[config.mk]
export PLATFORM = sky130hd
export DESIGN_NAME = matrix_keypad_scanner_fifo_flat
export DESIGN_NICKNAME = d
export VERILOG_FILES = /design/src/mksf_pkg.sv /design/src/mksf_if.sv /design/src/matrix_keypad_scanner_fifo.sv /design/src/mksf_front.sv /design/src/mksf_cmd_q.sv /design/src/mksf_back.sv /design/src/flat_wrapper.sv
export SDC_FILE = /design/constraint.sdc
export NUM_CORES = 1
export LEC_CHECK = 0
export ABC_AREA = 1
export BUFFER_PORTS_ARGS = -buffer_cell sky130_fd_sc_hd__buf_4
export CAP_MARGIN = 20
export CORE_MARGIN = 1
export CORE_UTILIZATION = 30
export CTS_CLUSTER_SIZE = 24
export DETAILED_ROUTE_END_ITERATION = 6
export HOLD_SLACK_MARGIN = 0.12
export SKIP_LAST_GASP = 1
export SYNTH_ARGS = -nofsm -noshare
export SYNTH_HDL_FRONTEND = slang
export SYNTH_SLANG_ARGS = --single-unit
[constraint.sdc]
create_clock -name clk -period 5.04 [get_ports clk]
set_clock_uncertainty 0.15 [all_clocks]
set_input_delay 0.252 -clock clk [delete_from_list [all_inputs] [get_ports clk]]
set_output_delay 0.252 -clock clk [all_outputs]
set_load 0.02 [all_outputs]
[src/mksf_pkg.sv]
// shared types, constants and key encoder for the keypad scanner
// no dependencies
package mksf_pkg;

  localparam int FIFO_DEPTH_DEF = 16;
  localparam int KEY_W = 8;
  localparam int LEVELS_W = 16;
  localparam int TIME_W = 32;
  localparam int REFR_W = 20;
  localparam int COUNT_W = 5;
  localparam int PADDR_W = 3;
  localparam int PDATA_W = 32;

  localparam logic [REFR_W-1:0] REFRACTORY_RESET_US = 20'd30000;
  localparam logic [PADDR_W-3:0] REG_REFRACTORY = '0;

  localparam logic OP_SCAN = 1'b0;
  localparam logic OP_READ = 1'b1;

  typedef enum logic [1:0] {
    CMD_SHOW,
    CMD_PUSH,
    CMD_READ
  } cmd_kind_t;

  typedef struct packed {
    cmd_kind_t kind;
    logic [KEY_W-1:0] code;
  } cmd_t;

  // rows "123a", "456b", "789c", "s0pd"
  localparam logic [KEY_W-1:0] KEY_MAP [LEVELS_W] = '{
    8'h31, 8'h32, 8'h33, 8'h61,
    8'h34, 8'h35, 8'h36, 8'h62,
    8'h37, 8'h38, 8'h39, 8'h63,
    8'h73, 8'h30, 8'h70, 8'h64
  };

  // first low bit wins, zero when none is low
  function automatic logic [KEY_W-1:0] key_encode(input logic [LEVELS_W-1:0] levels);
    logic [KEY_W-1:0] code;
    code = '0;
    for (int i = LEVELS_W - 1; i >= 0; i--) begin
      if (!levels[i]) begin
        code = KEY_MAP[i];
      end
    end
    return code;
  endfunction

endpackage

[src/mksf_if.sv]
// valid/ready channel interfaces for scan items and results
// depends on mksf_pkg
interface mksf_in_if;
  import mksf_pkg::*;
  logic valid;
  logic ready;
  logic operation;
  logic [LEVELS_W-1:0] column_levels;
  logic [TIME_W-1:0] now_us;
  modport source(output valid, operation, column_levels, now_us, input ready);
  modport sink(input valid, operation, column_levels, now_us, output ready);
endinterface

interface mksf_out_if;
  import mksf_pkg::*;
  logic valid;
  logic ready;
  logic [KEY_W-1:0] key_code;
  logic key_queued;
  logic key_dropped;
  logic [COUNT_W-1:0] fifo_count;
  modport source(output valid, key_code, key_queued, key_dropped, fifo_count, input ready);
  modport sink(input valid, key_code, key_queued, key_dropped, fifo_count, output ready);
endinterface

[src/matrix_keypad_scanner_fifo.sv]
// Keypad scanner with key queue. One item (scan or read) is accepted per clock while the command
// queue has room; one result comes out per item, after the item passes the command queue and the
// result register. The sustained rate is one item per cycle while the output is not stalled, set
// by the key fifo access in the back end. A two-entry command queue lets the input take up to two
// more items while a result waits. The refractory register must be written over the APB port only
// while the block is idle, not enforced by the block; the key fifo needs no clearing after reset.
// depends on mksf_pkg, mksf_if, mksf_front, mksf_cmd_q, mksf_back
module matrix_keypad_scanner_fifo #(
  parameter int FIFO_DEPTH = mksf_pkg::FIFO_DEPTH_DEF
) (
  input  logic                          clk,
  input  logic                          rst,
  mksf_in_if.sink                       in_ch,
  mksf_out_if.source                    out_ch,
  input  logic                          psel,
  input  logic                          penable,
  input  logic                          pwrite,
  input  logic [mksf_pkg::PADDR_W-1:0]  paddr,
  input  logic [mksf_pkg::PDATA_W-1:0]  pwdata,
  output logic [mksf_pkg::PDATA_W-1:0]  prdata,
  output logic                          pready
);
  import mksf_pkg::*;

  logic [REFR_W-1:0] refractory_us;
  logic reg_hit;

  logic f_valid;
  logic f_ready;
  cmd_t f_cmd;
  logic b_valid;
  logic b_ready;
  cmd_t b_cmd;

  assign pready = 1'b1;
  assign reg_hit = (paddr[PADDR_W-1:2] == REG_REFRACTORY);
  assign prdata = reg_hit ? {{(PDATA_W-REFR_W){1'b0}}, refractory_us} : '0;

  always_ff @(posedge clk) begin
    if (rst) begin
      refractory_us <= REFRACTORY_RESET_US;
    end else if (psel && penable && pwrite && reg_hit) begin
      refractory_us <= pwdata[REFR_W-1:0];
    end
  end

  mksf_front u_front (
    .clk           (clk),
    .rst           (rst),
    .in_ch         (in_ch),
    .refractory_us (refractory_us),
    .q_ready       (f_ready),
    .q_valid       (f_valid),
    .q_cmd         (f_cmd)
  );

  mksf_cmd_q u_cmd_q (
    .clk        (clk),
    .rst        (rst),
    .push_valid (f_valid),
    .push_cmd   (f_cmd),
    .push_ready (f_ready),
    .pop_valid  (b_valid),
    .pop_cmd    (b_cmd),
    .pop_ready  (b_ready)
  );

  mksf_back #(
    .FIFO_DEPTH (FIFO_DEPTH)
  ) u_back (
    .clk       (clk),
    .rst       (rst),
    .cmd_valid (b_valid),
    .cmd       (b_cmd),
    .cmd_ready (b_ready),
    .out_ch    (out_ch)
  );

endmodule

[src/mksf_front.sv]
// front end: accepts items, encodes the key and qualifies presses
// depends on mksf_pkg and mksf_in_if
module mksf_front (
  input  logic                         clk,
  input  logic                         rst,
  mksf_in_if.sink                      in_ch,
  input  logic [mksf_pkg::REFR_W-1:0]  refractory_us,
  input  logic                         q_ready,
  output logic                         q_valid,
  output mksf_pkg::cmd_t               q_cmd
);
  import mksf_pkg::*;

  logic [KEY_W-1:0] prev_key;
  logic [TIME_W-1:0] allowed_after_us;
  logic [KEY_W-1:0] code;
  logic [TIME_W-1:0] diff;
  logic changed;
  logic accept;

  assign in_ch.ready = q_ready;
  assign q_valid = in_ch.valid;
  assign accept = in_ch.valid && q_ready;

  assign code = key_encode(in_ch.column_levels);
  assign changed = (code != prev_key);
  assign diff = in_ch.now_us - allowed_after_us;

  always_comb begin
    q_cmd.code = code;
    if (in_ch.operation == OP_READ) begin
      q_cmd.kind = CMD_READ;
    end else if (changed && (code != '0) && !diff[TIME_W-1]) begin
      q_cmd.kind = CMD_PUSH;
    end else begin
      q_cmd.kind = CMD_SHOW;
    end
  end

  always_ff @(posedge clk) begin
    if (rst) begin
      prev_key <= '0;
      allowed_after_us <= '0;
    end else if (accept && (in_ch.operation == OP_SCAN) && changed) begin
      prev_key <= code;
      // release opens the refractory window
      if (code == '0) begin
        allowed_after_us <= in_ch.now_us + {{(TIME_W-REFR_W){1'b0}}, refractory_us};
      end
    end
  end

endmodule

[src/mksf_cmd_q.sv]
// two-entry command queue between front and back
// depends on mksf_pkg
module mksf_cmd_q (
  input  logic            clk,
  input  logic            rst,
  input  logic            push_valid,
  input  mksf_pkg::cmd_t  push_cmd,
  output logic            push_ready,
  output logic            pop_valid,
  output mksf_pkg::cmd_t  pop_cmd,
  input  logic            pop_ready
);
  import mksf_pkg::*;

  cmd_t ent [2];
  logic wr_ptr;
  logic rd_ptr;
  logic [1:0] count;
  logic do_push;
  logic do_pop;

  assign push_ready = (count != 2'd2);
  assign pop_valid = (count != 2'd0);
  assign pop_cmd = ent[rd_ptr];
  assign do_push = push_valid && push_ready;
  assign do_pop = pop_valid && pop_ready;

  always_ff @(posedge clk) begin
    if (rst) begin
      wr_ptr <= 1'b0;
      rd_ptr <= 1'b0;
      count <= 2'd0;
    end else begin
      if (do_push) begin
        wr_ptr <= ~wr_ptr;
      end
      if (do_pop) begin
        rd_ptr <= ~rd_ptr;
      end
      case ({do_push, do_pop})
        2'b10:   count <= count + 2'd1;
        2'b01:   count <= count - 2'd1;
        default: count <= count;
      endcase
    end
  end

  always_ff @(posedge clk) begin
    if (do_push) begin
      ent[wr_ptr] <= push_cmd;
    end
  end

endmodule

[src/mksf_back.sv]
// back end: key fifo storage, pops and pushes, result register
// depends on mksf_pkg and mksf_out_if
module mksf_back #(
  parameter int FIFO_DEPTH = mksf_pkg::FIFO_DEPTH_DEF
) (
  input  logic            clk,
  input  logic            rst,
  input  logic            cmd_valid,
  input  mksf_pkg::cmd_t  cmd,
  output logic            cmd_ready,
  mksf_out_if.source      out_ch
);
  import mksf_pkg::*;

  localparam int AW = (FIFO_DEPTH > 1) ? $clog2(FIFO_DEPTH) : 1;
  localparam int CW = $clog2(FIFO_DEPTH + 1);

  logic [KEY_W-1:0] mem [FIFO_DEPTH];
  logic [KEY_W-1:0] mem_rdata;
  logic [AW-1:0] head;
  logic [AW-1:0] tail;
  logic [CW-1:0] fill;
  logic [CW-1:0] fill_next;
  logic [CW+COUNT_W-1:0] fill_ext;

  logic res_valid;
  logic [KEY_W-1:0] res_code;
  logic res_queued;
  logic res_dropped;
  logic [COUNT_W-1:0] res_count;
  logic res_from_mem;

  logic consume;
  logic do_push;
  logic do_pop;
  logic is_full;

  assign cmd_ready = !res_valid || out_ch.ready;
  assign consume = cmd_valid && cmd_ready;
  assign is_full = (fill == CW'(FIFO_DEPTH));
  assign do_push = consume && (cmd.kind == CMD_PUSH) && !is_full;
  assign do_pop = consume && (cmd.kind == CMD_READ) && (fill != '0);

  always_comb begin
    case ({do_push, do_pop})
      2'b10:   fill_next = fill + CW'(1);
      2'b01:   fill_next = fill - CW'(1);
      default: fill_next = fill;
    endcase
  end

  assign fill_ext = {{COUNT_W{1'b0}}, fill_next};

  always_ff @(posedge clk) begin
    if (rst) begin
      head <= '0;
      tail <= '0;
      fill <= '0;
      res_valid <= 1'b0;
    end else begin
      fill <= fill_next;
      if (do_pop) begin
        head <= (head == AW'(FIFO_DEPTH - 1)) ? '0 : head + AW'(1);
      end
      if (do_push) begin
        tail <= (tail == AW'(FIFO_DEPTH - 1)) ? '0 : tail + AW'(1);
      end
      if (consume) begin
        res_valid <= 1'b1;
      end else if (out_ch.ready) begin
        res_valid <= 1'b0;
      end
    end
  end

  always_ff @(posedge clk) begin
    if (consume) begin
      res_code <= (cmd.kind == CMD_READ) ? '0 : cmd.code;
      res_queued <= do_push;
      res_dropped <= consume && (cmd.kind == CMD_PUSH) && is_full;
      res_count <= fill_ext[COUNT_W-1:0];
      res_from_mem <= do_pop;
    end
  end

  always_ff @(posedge clk) begin
    if (do_push) begin
      mem[tail] <= cmd.code;
    end
    if (do_pop) begin
      mem_rdata <= mem[head];
    end
  end

  assign out_ch.valid = res_valid;
  assign out_ch.key_code = res_from_mem ? mem_rdata : res_code;
  assign out_ch.key_queued = res_queued;
  assign out_ch.key_dropped = res_dropped;
  assign out_ch.fifo_count = res_count;

endmodule

[src/flat_wrapper.sv]
// flat-port wrapper written by rule: the top's interface ports become plain ports
module matrix_keypad_scanner_fifo_flat import mksf_pkg::*;
#(
  parameter int FIFO_DEPTH = mksf_pkg::FIFO_DEPTH_DEF
)
  (clk, rst, psel, penable, pwrite, paddr, pwdata, prdata, pready, in_ch_valid, in_ch_operation, in_ch_column_levels, in_ch_now_us, in_ch_ready, out_ch_valid, out_ch_key_code, out_ch_key_queued, out_ch_key_dropped, out_ch_fifo_count, out_ch_ready);
  mksf_in_if in_ch_i ();
  mksf_out_if out_ch_i ();
  input  logic clk;
  input  logic rst;
  input  logic psel;
  input  logic penable;
  input  logic pwrite;
  input  logic [mksf_pkg::PADDR_W-1:0] paddr;
  input  logic [mksf_pkg::PDATA_W-1:0] pwdata;
  output logic [mksf_pkg::PDATA_W-1:0] prdata;
  output logic pready;
  input wire logic [$bits(in_ch_i.valid)-1:0] in_ch_valid;
  input wire logic [$bits(in_ch_i.operation)-1:0] in_ch_operation;
  input wire logic [$bits(in_ch_i.column_levels)-1:0] in_ch_column_levels;
  input wire logic [$bits(in_ch_i.now_us)-1:0] in_ch_now_us;
  output wire logic [$bits(in_ch_i.ready)-1:0] in_ch_ready;
  output wire logic [$bits(out_ch_i.valid)-1:0] out_ch_valid;
  output wire logic [$bits(out_ch_i.key_code)-1:0] out_ch_key_code;
  output wire logic [$bits(out_ch_i.key_queued)-1:0] out_ch_key_queued;
  output wire logic [$bits(out_ch_i.key_dropped)-1:0] out_ch_key_dropped;
  output wire logic [$bits(out_ch_i.fifo_count)-1:0] out_ch_fifo_count;
  input wire logic [$bits(out_ch_i.ready)-1:0] out_ch_ready;
  assign in_ch_i.valid = in_ch_valid;
  assign in_ch_i.operation = in_ch_operation;
  assign in_ch_i.column_levels = in_ch_column_levels;
  assign in_ch_i.now_us = in_ch_now_us;
  assign in_ch_ready = in_ch_i.ready;
  assign out_ch_valid = out_ch_i.valid;
  assign out_ch_key_code = out_ch_i.key_code;
  assign out_ch_key_queued = out_ch_i.key_queued;
  assign out_ch_key_dropped = out_ch_i.key_dropped;
  assign out_ch_fifo_count = out_ch_i.fifo_count;
  assign out_ch_i.ready = out_ch_ready;
  matrix_keypad_scanner_fifo #(.FIFO_DEPTH(FIFO_DEPTH)) u_core (.clk(clk), .rst(rst), .in_ch(in_ch_i), .out_ch(out_ch_i), .psel(psel), .penable(penable), .pwrite(pwrite), .paddr(paddr), .pwdata(pwdata), .prdata(prdata), .pready(pready));
endmodule
==> qor.tcl, run 1 <==
set qor(antenna_found_initial) 0
set qor(port_buffers) 112
set qor(final_nets) 1719
set qor(cts.clk_slew.worst_paths_ps) 60
set qor(layout_common_cells) {nand2_1, nor2_1, inv_1}
set qor(ys_async_sr_fraction_pct) 0
set qor(route.vias.total) 9859
set qor(worstSkewPairLatency_ps) 550
set qor(synth.avg_cell_area_um2) 8.59
set qor(post_layout_nonfiller_instances) 2112
set qor(cp_slowest_stage_delay_ps) 710
set qor(layout.cells.most_common) {nand2_1}
set qor(crit_top_cell) {nand2_1}
set qor(vdd_ir_max_mv) 0.296
set qor(maxSlewViolCount) 0
set qor(power.clock.fraction_pct) 37.0
set qor(critical_path.startpoint_type) {primary input}
set qor(vias_in_the_first_global_route) 9458
set qor(setup_repair_after_global_routing_missed_its_margin) {false}
set qor(post-cts-setup-buffer-count) 0
set qor(number_of_buffers_inserted_during_clock_tree_synthesis) 27
set qor(drv.max_cap_violation_count) 0
set qor(arrival_ps) 3750
set qor(design.core.area_um2) 39900
set qor(dieWidth_um) 204
set qor(clock-sinks) 230
set qor(dpl.cell_count) 2015
set qor(grt_start_max_net_pins) 60
set qor(routed_wire_length_per_instance_um) 14.7
set qor(row_count) 73
set qor(synth_area_leader_cell) {edfxtp_1}
set qor(worst-slew-pin-transition_ps) 866
set qor(initial_core_util_pct) 30.6
set qor(synth.cell_area_um2) 12200
set qor(yosysWarnings) 0
set qor(timing.fmax_mhz) 292
set qor(required_ps) 5370
set qor(final_antenna_net_count) 0
set qor(slowest_stage) {nand3_2}
set qor(ios) 141
set qor(timing_worst_setup_path_type) {primary input to flop}
set qor(period_share_pct) 67.9
set qor(die_height_um) 204
set qor(synth.lib_cells_used.distinct) 47
set qor(netlist.area_leader.share_pct) 37.4
set qor(ys_seq_area_share_pct) 50.2
set qor(first_pass_iters) 7
set qor(grt_util_all_layers_pct) 15.0
set qor(yosys_register_bits) 230
set qor(power.static_leakage_nw) 6.14
set qor(place_hpwl_mm) 21.8
set qor(sequentialPowerShare_pct) 41.5
set qor(worstPathMaxFanout) 40
set qor(ys.flop_type) {edfxtp_1}
set qor(grt_pass1_wl_mm) 49.5
set qor(fillerInstances) 4020
set qor(relSlewSlack_pct) 42.0
set qor(layout_min_cycle_time_ps) 3420
set qor(post_route_cells_drive_above_1_share_pct) 12.0
set qor(design.die.area_um2) 41500
set qor(worstSetupEndpointType) {flop}
set qor(vias_per_cell) 4.67
set qor(totalWireLength_mm) 31.0
set qor(synth-edff-count) 152
set qor(ys_top_cells_by_area) {edfxtp_1, dfxtp_1, nand2_1, ha_1, nor2_1}
set qor(clock_path_buffers) 3
set qor(postSynthCellCount) 1420
set qor(setup_total_negative_slack_ps) 0
set qor(cts_tree) {done}
set qor(power.density_cell_area_nw_per_um2) 385
set qor(drtIter0Drc) 591
set qor(run_status) {completed}
set qor(syn_to_final_growth_pct) 22.6
set qor(clock_tree.htree_level_count) 1
set qor(hold_violations) 0
set qor(finalSetupViolCount) 0
set qor(power.combinational.fraction_pct) 21.5
set qor(timing.hold.worst.class) {primary input to flop}
set qor(sw_frac_of_total_pct) 29.3
set qor(grt-ovfl-total) 0
set qor(clockRootBuffer) {clkbuf_16}
set qor(antenna-diode-count) 0
set qor(detail_route.drc_violations) 0
set qor(gp_congestion) 0.940
set qor(p_sw_mw) 1.69
set qor(p_int_mw) 4.07
set qor(ctsResizeCount) 0
set qor(worstPathCellList) {dlygate4sd3_1, buf_4, inv_2, nor2_1, nand2_1, nand2_1, nand2_1, nand2_1, dlygate4sd3_1, nand2_1, nand2_1, nand3_1, nor2_1, nand3_2, buf_4, nand3_2, nand2_1, inv_1, nor2_1}
==> path summary, 6_finish.rpt <==
path	from	slack [ps]	endpoint	depth (start not counted)
worst max-delay path	in_ch_column_levels[8]	1620	u_core.u_front.allowed_after_us[5]$_SDFFE_PP0P_	19
worst min-delay path	in_ch_column_levels[1]	150	u_core.u_cmd_q.ent[1][1]$_DFFE_PP_	4
worst max register to register	flop	1770	u_core.u_back.out_ch.fifo_count[4]$_DFFE_PP_	14
worst min register to register	u_core.u_cmd_q.rd_ptr$_SDFFE_PP0P_	310	u_core.u_cmd_q.rd_ptr$_SDFFE_PP0P_	1
==> sequential cells by signal, summed over array words and instances (netlist names), 5 cells and up, named ones only <==
register,flops
u_core.u_back.mem_rdata,7
u_core.u_front.prev_key,7
u_core.u_back.mem,112
u_core.u_front.allowed_after_us,32
u_core.refractory_us,20
u_core.u_cmd_q.ent,18
u_core.u_back.fill,5
u_core.u_back.res_code,7
u_core.u_back.out_ch.fifo_count,5
==> metrics by stage <==
stage                     setup slack (ps)  utilization [%]  area (um2)  power, mW  hold slack [ps]
final                                 1620             37.4       14900       5.76              154
after global routing                  1310             37.4       14900       6.04              161
after CTS                             1580             37.4       14900       5.82              134
after detailed placement              1750             33.8       13500       3.64              301
after global placement                1810             33.8       13500       3.62              286
after floorplan                       1560                -       12200       3.18              171
==> what timing repair did <==
item | in CTS | in global routing
hold endpoints to repair | 63 | 0
hold buffers | 47 | 0
setup endpoints to repair | 0 | 0
==> synth_stat cells, types with 2 or more instances <==
cell type / number
o221ai_1: 13
nand3_2: 3
a21oi_1: 74
nand2_1: 291
edfxtp_1: 152
nand3_1: 55
buf_4: 15
o211ai_1: 12
clkbuf_1: 41
buf_6: 2
a31oi_1: 3
clkinv_1: 2
nor3_1: 12
inv_2: 5
ha_1: 60
nand4_1: 42
nor4_1: 3
o21ai_0: 76
buf_2: 3
dfxtp_1: 78
conb_1: 2
inv_1: 187
nor2_2: 3
mux2i_1: 14
or2_2: 2
o21ai_1: 2
xnor2_1: 15
mux2_2: 7
xor2_1: 9
nor2_1: 197
fa_1: 2
o32ai_1: 16
o21a_1: 5
nand3b_1: 4
==> worst max-delay path, delay by kind of cell <==
family / cells / cell delay [ps]
buffers and inverters: 6 / 1760
and+or+nand+nor: 13 / 1710
==> power groups by stage <==
| stage | Combinational (mW) | Sequential, mW | Clock, mW |
|---|---|---|---|
| after floorplan | 0.759 | 2.43 | 0 |
| after global placement | 1.19 | 2.43 | 0 |
| after detailed placement | 1.21 | 2.43 | 0 |
| after CTS | 1.24 | 2.40 | 2.18 |
| after global routing | 1.37 | 2.41 | 2.25 |
| final | 1.24 | 2.39 | 2.13 |
==> final cells by class <==
class	count	area (um2)	share of cell area (%)
Timing Repair Buffer	167	1370	9.18
Multi-Input combinational cell	946	5080	34.0
Tap cell	525	657	4.40
Clock inverter	15	246	1.65
Sequential cell	230	6130	41.0
Inverter	194	728	4.87
Clock buffer	35	736	4.92
==> metal layers <==
layer | global-route usage [%] | routed length (um)
met4 | 3.57 | 607
met2 | 25.7 | 14800
met3 | 2.25 | 1400
met1 | 19.7 | 14100
met5 | 0 | 0
==> cells by family after synthesis <==
group / share of synthesized area, %
AO/OA/AOI/OAI: 10.1
XOR/XNOR: 1.72
buffers and inverters: 8.50
other: 0.0616
AND/OR/NAND/NOR: 21.1
multiplexers: 1.80
adder cells (fa/ha/maj): 6.48
flip-flops: 50.2
Note: power is estimated with default switching activity, not from simulation.
==> run 2: changes to the inputs <==
- ABC_AREA: 1 -> 0
- clock period: 5.04 -> 3.17 ns (I/O delays scaled with it)
==> run 2 against run 1 <==
Against the previous run: synthesized cell count is 30% lower; final cell count fell by 19%; non-clock buffer count grew 42; synthesized area fell by 4.2%; wire length shrank 17%; setup slack lost 1400 ps; sequential share of layout area increased by 0.73 points; via count is 19% lower; register-to-register slack lost 1500 ps; sequential power up 52%; first-iteration DRC count down 29%; largest power group unchanged; highest routed layer unchanged.
==> qor.tcl, run 2 <==
set qor(power.density_cell_area_nw_per_um2) 548 ;# +42%
set qor(sequentialPowerShare_pct) 45.1 ;# +3.6 points
set qor(worstPathMaxFanout) 50 ;# +25%
set qor(relSlewSlack_pct) 35.3 ;# -6.8 points
set qor(run_status) {completed}
set qor(design.die.area_um2) 39700 ;# -4.1%
set qor(yosysMostFrequentCell) {edfxtp_1}
set qor(syn_to_final_growth_pct) 25.7
set qor(synth.lib_cells_used.distinct) 68 ;# +45%
set qor(layout_common_cells) {edfxtp_1, buf_4, nand2_1}
set qor(clock_path_buffers) 3 ;# unchanged
set qor(finalSetupViolCount) 0 ;# unchanged
set qor(row_count) 71 ;# -2.7%
set qor(grt_start_max_net_pins) 79 ;# +32%
set qor(timing.hold.worst.class) {primary input to flop}
set qor(ys_seq_area_share_pct) 52.4 ;# +2.2 points
set qor(period_share_pct) 93.4
set qor(vdd_ir_max_mv) 0.297 ;# +0.17%
set qor(vias_in_the_first_global_route) 8039 ;# -15%
set qor(final_antenna_net_count) 0 ;# unchanged
set qor(first_pass_iters) 6 ;# -1
set qor(synth.avg_cell_area_um2) 11.8 ;# +38%
set qor(power.static_leakage_nw) 5.24 ;# -15%
set qor(grt_pass1_wl_mm) 41.4 ;# -16%
set qor(grt-ovfl-total) 0 ;# unchanged
set qor(p_sw_mw) 2.09 ;# +24%
set qor(die_height_um) 199 ;# -2.1%
set qor(clock-sinks) 230 ;# unchanged
set qor(critical_path.startpoint_type) {primary input}
set qor(placedInstanceArea_um2) 13200 ;# -2.2%
set qor(route.vias.total) 8016 ;# -19%
set qor(post_route_cells_drive_above_1_share_pct) 23.4 ;# +11 points
set qor(routed_wire_length_per_instance_um) 15.0 ;# +2.2%
set qor(final_design_area_no_fill_um2) 14700 ;# -1.7%
set qor(totalWireLength_mm) 25.6 ;# -17%
set qor(synth-edff-count) 152 ;# unchanged
set qor(required_ps) 3390 ;# -1980 ps
set qor(synth.cell_area_um2) 11700 ;# -4.2%
set qor(worst-slew-pin-transition_ps) 971 ;# +105 ps
set qor(place_hpwl_mm) 18.2 ;# -16%
set qor(clockRootBuffer) {clkbuf_16}
set qor(largest_register_ff_count) 112 ;# unchanged
set qor(arrival_ps) 3180 ;# -570 ps
set qor(grt_util_all_layers_pct) 13.1 ;# -1.9 points
set qor(initial_core_util_pct) 30.7 ;# +0.18 points
set qor(port_buffers) 112 ;# unchanged
set qor(number_of_buffers_inserted_during_clock_tree_synthesis) 24 ;# -11%
set qor(ys_top_cells_by_area) {edfxtp_1, dfxtp_1, mux4_2, ha_1, nand2_1}
set qor(setup_total_negative_slack_ps) 0 ;# unchanged
set qor(timing_worst_setup_path_type) {primary input to flop}
set qor(synth_area_leader_cell) {edfxtp_1}
set qor(sw_frac_of_total_pct) 26.0 ;# -3.3 points
set qor(antenna-diode-count) 0 ;# unchanged
set qor(power.combinational.fraction_pct) 18.2 ;# -3.3 points
set qor(layout_min_cycle_time_ps) 2960
set qor(layout.cells.most_common) {edfxtp_1}
set qor(worstSetupEndpointType) {flop}
set qor(yosys_register_bits) 230 ;# unchanged
set qor(r2r_slack_ps) 240 ;# -1530 ps
set qor(p_int_mw) 5.95 ;# +46%
set qor(design.core.area_um2) 38000 ;# -4.7%
set qor(largest_registers) {u_core.u_back.mem: 112 flops, u_core.u_front.allowed_after_us: 32 flops, u_core.refractory_us: 20 flops}
set qor(worstSkewPairLatency_ps) 520 ;# -30 ps
set qor(clock_tree.htree_level_count) 1 ;# unchanged
set qor(antenna_found_initial) 0 ;# unchanged
set qor(timing.fmax_mhz) 338
set qor(dieWidth_um) 199 ;# -2.1%
set qor(final_nets) 1335 ;# -22%
set qor(ios) 141 ;# unchanged
set qor(drv.max_cap_violation_count) 0 ;# unchanged
set qor(ys_async_sr_fraction_pct) 0 ;# unchanged
set qor(ys.flop_type) {edfxtp_1}
set qor(power.clock.fraction_pct) 36.6 ;# -0.4 points
set qor(hold_violations) 0 ;# unchanged
set qor(maxSlewViolCount) 0 ;# unchanged
set qor(postSynthCellCount) 988 ;# -30%
set qor(cts.clk_slew.worst_paths_ps) 60 ;# about the same
set qor(drtIter0Drc) 422 ;# -29%
set qor(netlist.area_leader.share_pct) 39.1 ;# +1.6 points
set qor(detail_route.drc_violations) 0 ;# unchanged
set qor(yosys-top-cells-count) {edfxtp_1, nand2_1, nor2_1}
set qor(yosysWarnings) 0 ;# unchanged
set qor(vias_per_cell) 4.68 ;# +0.36%
set qor(cts_tree) {done}
set qor(regMostFlops) {u_core.u_back.mem}
set qor(gp_congestion) 0.846 ;# -10%
set qor(setup_repair_after_global_routing_missed_its_margin) {false}
run 2: cell count changes after synthesis, sizes merged, moves of 35 or more:
cell	delta
nand2	-204
inv	-141
o21ai	-56
mux4	+35
nand3	-46
nor2	-105
run 2: logic make-up after synthesis:
group | count (synthesis) | synth area share, %
AND/OR/NAND/NOR | 315 | 13.7
flip-flops | 230 | 52.4
AO/OA/AOI/OAI | 163 | 9.82
buffers and inverters | 104 | 4.12
multiplexers | 71 | 10.0
adder cells (fa/ha/maj) | 62 | 6.77
XOR/XNOR | 41 | 3.07
other | 2 | 0.0643
run 2: worst paths after layout:
kind,start,endpoint,cells past startpoint
max,in_ch_column_levels[3],u_core.u_front.allowed_after_us[2]$_SDFFE_PP0P_,11
min,in_ch_now_us[16],u_core.u_front.allowed_after_us[16]$_SDFFE_PP0P_,6
max reg2reg,u_core.refractory_us[0]$_SDFFE_PP0P_,u_core.u_front.allowed_after_us[30]$_SDFFE_PP0P_,12
min reg2reg,u_core.u_front.prev_key[3]$_SDFFE_PP0P_,u_core.u_front.prev_key[3]$_SDFFE_PP0P_,2
run 2: stage by stage:
step,setup slack (ps),total power [mW],hold slack (ps),util [%],cells
final,209,8.04,146,38.6,1711
after global routing,9.10,8.40,145,38.6,1711
after CTS,21.3,8.13,122,38.6,1711
after detailed placement,10.9,5.11,232,34.7,1604
after global placement,30.8,5.08,231,34.7,1604
after floorplan,70.8,4.56,107,-,1000
run 2: layer usage:
| metal | part of all wire, % | GRT usage, % |
|---|---|---|
| met5 | 0 | 0 |
| met4 | 2.1 | 3.34 |
| met3 | 3.9 | 2.19 |
| met2 | 47 | 21.9 |
| met1 | 47 | 17.5 |
run 2: timing repair:
action | in CTS | in global routing
pin swaps | 0 | 2
setup buffers | 0 | 0
endpoints found under the hold margin | 84 | 0
resized for setup | 1 | 6
endpoints found under the setup margin | 1 | 10
hold buffers | 63 | 0
run 2: worst max-delay path, stage by stage:
cell	delay [ps]
dlygate4sd3_1	530
buf_4	180
nand4_2	160
dlygate4sd3_1	610
a31oi_2	190
xor2_1	270
nor4_4	110
nor4_4	280
buf_12	330
mux2i_1	240
nor2_1	50
run 2: area by class of cell:
cell class | count | area, um2
Timing Repair Buffer | 209 | 1750
Clock inverter | 13 | 174
Inverter | 51 | 191
Fill cell | 3690 | 23300
Sequential cell | 230 | 6130
Multi-Input combinational cell | 666 | 5140
Clock buffer | 31 | 658
Tap cell | 511 | 639
run 2: power groups by stage:
stage	combinational (mW)	sequential (mW)	clock, mW
after floorplan	0.844	3.72	0
after global placement	1.39	3.69	0
after detailed placement	1.41	3.70	0
after CTS	1.48	3.63	3.02
after global routing	1.61	3.65	3.14
final	1.47	3.63	2.95
==> run 3: changes to the inputs <==
- CORE_MARGIN: 1 -> 2
- GPL_TIMING_DRIVEN: not set -> 0
==> run 3 against run 2 <==
Against the previous run: maximum frequency shrank 2.0%; combinational power is 7% higher; setup slack worse by 61 ps; clock power increased by 9.2%.
==> qor.tcl, run 3 (synthesis results as in run 2) <==
set qor(vias_per_cell) 4.72 ;# +0.66%
set qor(die_height_um) 201 ;# +1.0%
set qor(antenna-diode-count) 0 ;# unchanged
set qor(arrival_ps) 3270 ;# +90 ps
set qor(power.static_leakage_nw) 5.29 ;# +1.0%
set qor(timing.fmax_mhz) 331 ;# -2.0%
set qor(vias_in_the_first_global_route) 8345 ;# +3.8%
set qor(post_route_cells_drive_above_1_share_pct) 23.8 ;# +0.36 points
set qor(clockRootBuffer) {clkbuf_16}
set qor(port_buffers) 111 ;# -0.89%
set qor(drv.max_cap_violation_count) 0 ;# unchanged
set qor(design.die.area_um2) 40500 ;# +2.0%
set qor(worstSetupEndpointType) {flop}
set qor(power.density_cell_area_nw_per_um2) 565 ;# +3.1%
set qor(layout_common_cells) {edfxtp_1, buf_4, nand2_1}
set qor(worstSkewPairLatency_ps) 530 ;# about the same
set qor(initial_core_util_pct) 30.3 ;# -0.43 points
set qor(worst_slack_ps) 148 ;# -61.3 ps
set qor(regMostFlops) {u_core.u_back.mem}
set qor(row_count) 72 ;# +1.4%
set qor(detail_route.drc_violations) 0 ;# unchanged
set qor(cts_tree) {done}
set qor(design.core.area_um2) 38600 ;# +1.4%
set qor(final_antenna_net_count) 0 ;# unchanged
set qor(required_ps) 3420 ;# +30 ps
set qor(totalWireLength_mm) 28.2 ;# +10%
set qor(number_of_buffers_inserted_during_clock_tree_synthesis) 24 ;# unchanged
set qor(finalSetupViolCount) 0 ;# unchanged
set qor(critical_path.startpoint_type) {primary input}
set qor(drtIter0Drc) 359 ;# -15%
set qor(antenna_found_initial) 1 ;# +1
set qor(period_share_pct) 95.3 ;# +1.9 points
set qor(clock_tree.htree_level_count) 1 ;# unchanged
set qor(timing.hold.worst.class) {primary input to flop}
set qor(relSlewSlack_pct) 38.3 ;# +3.0 points
set qor(grt_util_all_layers_pct) 13.7 ;# +0.63 points
set qor(final_nets) 1359 ;# +1.8%
set qor(gp_congestion) 0.864 ;# +2.1%
set qor(worstPathMaxFanout) 10 ;# -80%
set qor(post-place-ws_ps) -898 ;# -909 ps
set qor(timing_worst_setup_path_type) {primary input to flop}
set qor(vdd_ir_max_mv) 0.375 ;# +26%
set qor(ios) 141 ;# unchanged
set qor(largest_registers) {u_core.u_back.mem: 112 flops, u_core.u_front.allowed_after_us: 32 flops, u_core.refractory_us: 20 flops}
set qor(layout.cells.most_common) {edfxtp_1}
set qor(clock_path_buffers) 3 ;# unchanged
set qor(cts.clk_slew.worst_paths_ps) 70 ;# about the same
set qor(syn_to_final_growth_pct) 27.6
set qor(maxSlewViolCount) 0 ;# unchanged
set qor(place_hpwl_mm) 20.2 ;# +11%
set qor(routed_wire_length_per_instance_um) 16.2 ;# +8.1%
set qor(largest_register_ff_count) 112 ;# unchanged
set qor(clock-sinks) 230 ;# unchanged
set qor(hold_violations) 0 ;# unchanged
set qor(grt_pass1_wl_mm) 44.7 ;# +8.0%
set qor(grt_start_max_net_pins) 18 ;# -77%
set qor(fillerInstances) 3804 ;# +3.1%
set qor(grt-ovfl-total) 0 ;# unchanged
set qor(run_status) {completed}
set qor(layout_min_cycle_time_ps) 3020 ;# +61.3 ps
set qor(dieWidth_um) 201 ;# +1.0%
set qor(first_pass_iters) 7 ;# +1
set qor(worst-slew-pin-transition_ps) 926 ;# -45.2 ps
set qor(route.vias.total) 8215 ;# +2.5%
set qor(holdWs_ps) 138 ;# -8.27 ps
## run 3: worst max-delay path: stages
cell and delay, ps:
dlygate4sd3_1 530, buf_4 140, nand4_2 130, dlygate4sd3_1 640, a31oi_2 210, xor2_1 270
nor4_4 110, nor4_4 490, buf_6 260, mux2i_1 250, nor2_1 60
## run 3: final timing paths
kind / from / to / slack (ps) / depth (start not counted)
min reg2reg: u_core.u_front.prev_key[3]$_SDFFE_PP0P_ / u_core.u_front.prev_key[3]$_SDFFE_PP0P_ / 320 / 2
max reg2reg: u_core.refractory_us[0]$_SDFFE_PP0P_ / u_core.u_front.allowed_after_us[30]$_SDFFE_PP0P_ / 170 / 12
min: in_ch_now_us[14] / u_core.u_front.allowed_after_us[14]$_SDFFE_PP0P_ / 140 / 5
max: in_ch_column_levels[0] / u_core.u_front.allowed_after_us[8]$_SDFFE_PP0P_ / 150 / 11
## run 3: report_power, final
group / total, mW / switching (mW) / internal (mW) / leakage, nW
Combinational: 1.57 / 0.917 / 0.657 / 2.86
Clock: 3.22 / 1.20 / 2.02 / 0.432
Sequential: 3.62 / 0.0813 / 3.54 / 2.00
Total: 8.42 / 2.20 / 6.22 / 5.29
## run 3: through the flow
stage          setup TNS (ps)  utilization (%)  cell area, um2  cells  total power [mW]
2_1_floorplan               0                -           11700   1000              4.56
3_3_place_gp           -61550             34.3           13200   1629              5.07
3_5_place_dp           -66330             34.3           13200   1629              5.11
4_1_cts                 -17.7             38.4           14800   1737              8.45
5_1_grt                 -9.43             38.7           14900   1742              8.76
6_report                    0             38.7           14900   1742              8.42
## run 3: metal layers
layer	part of all wire, %	routed length, um	GRT usage (%)
met4	1.6	458	2.97
met5	0	0	0
met3	4.7	1330	2.54
met2	47	13300	22.9
met1	46	13100	18.6
## run 3: final cells by class
| class | count | area [um2] | share of cell area, % |
|---|---|---|---|
| plain buffers | 53 | 302 | 2.02 |
| clock buffers | 27 | 633 | 4.25 |
| clock inverters | 17 | 277 | 1.85 |
| inverters | 51 | 191 | 1.28 |
| multi-input cells | 666 | 5240 | 35.1 |
| flip-flops and latches | 230 | 6130 | 41.1 |
| well taps | 518 | 648 | 4.35 |
| repair buffers | 180 | 1500 | 10.0 |
## run 3: what timing repair did
| action | 4_1_cts | 5_1_grt |
|---|---|---|
| setup endpoints to repair | 131 | 25 |
| pin swaps | 3 | 3 |
| resized for setup | 11 | 21 |
| buffers inserted | 6 | 1 |
| endpoints found under the hold margin | 65 | 0 |
| hold buffers | 58 | 0 |
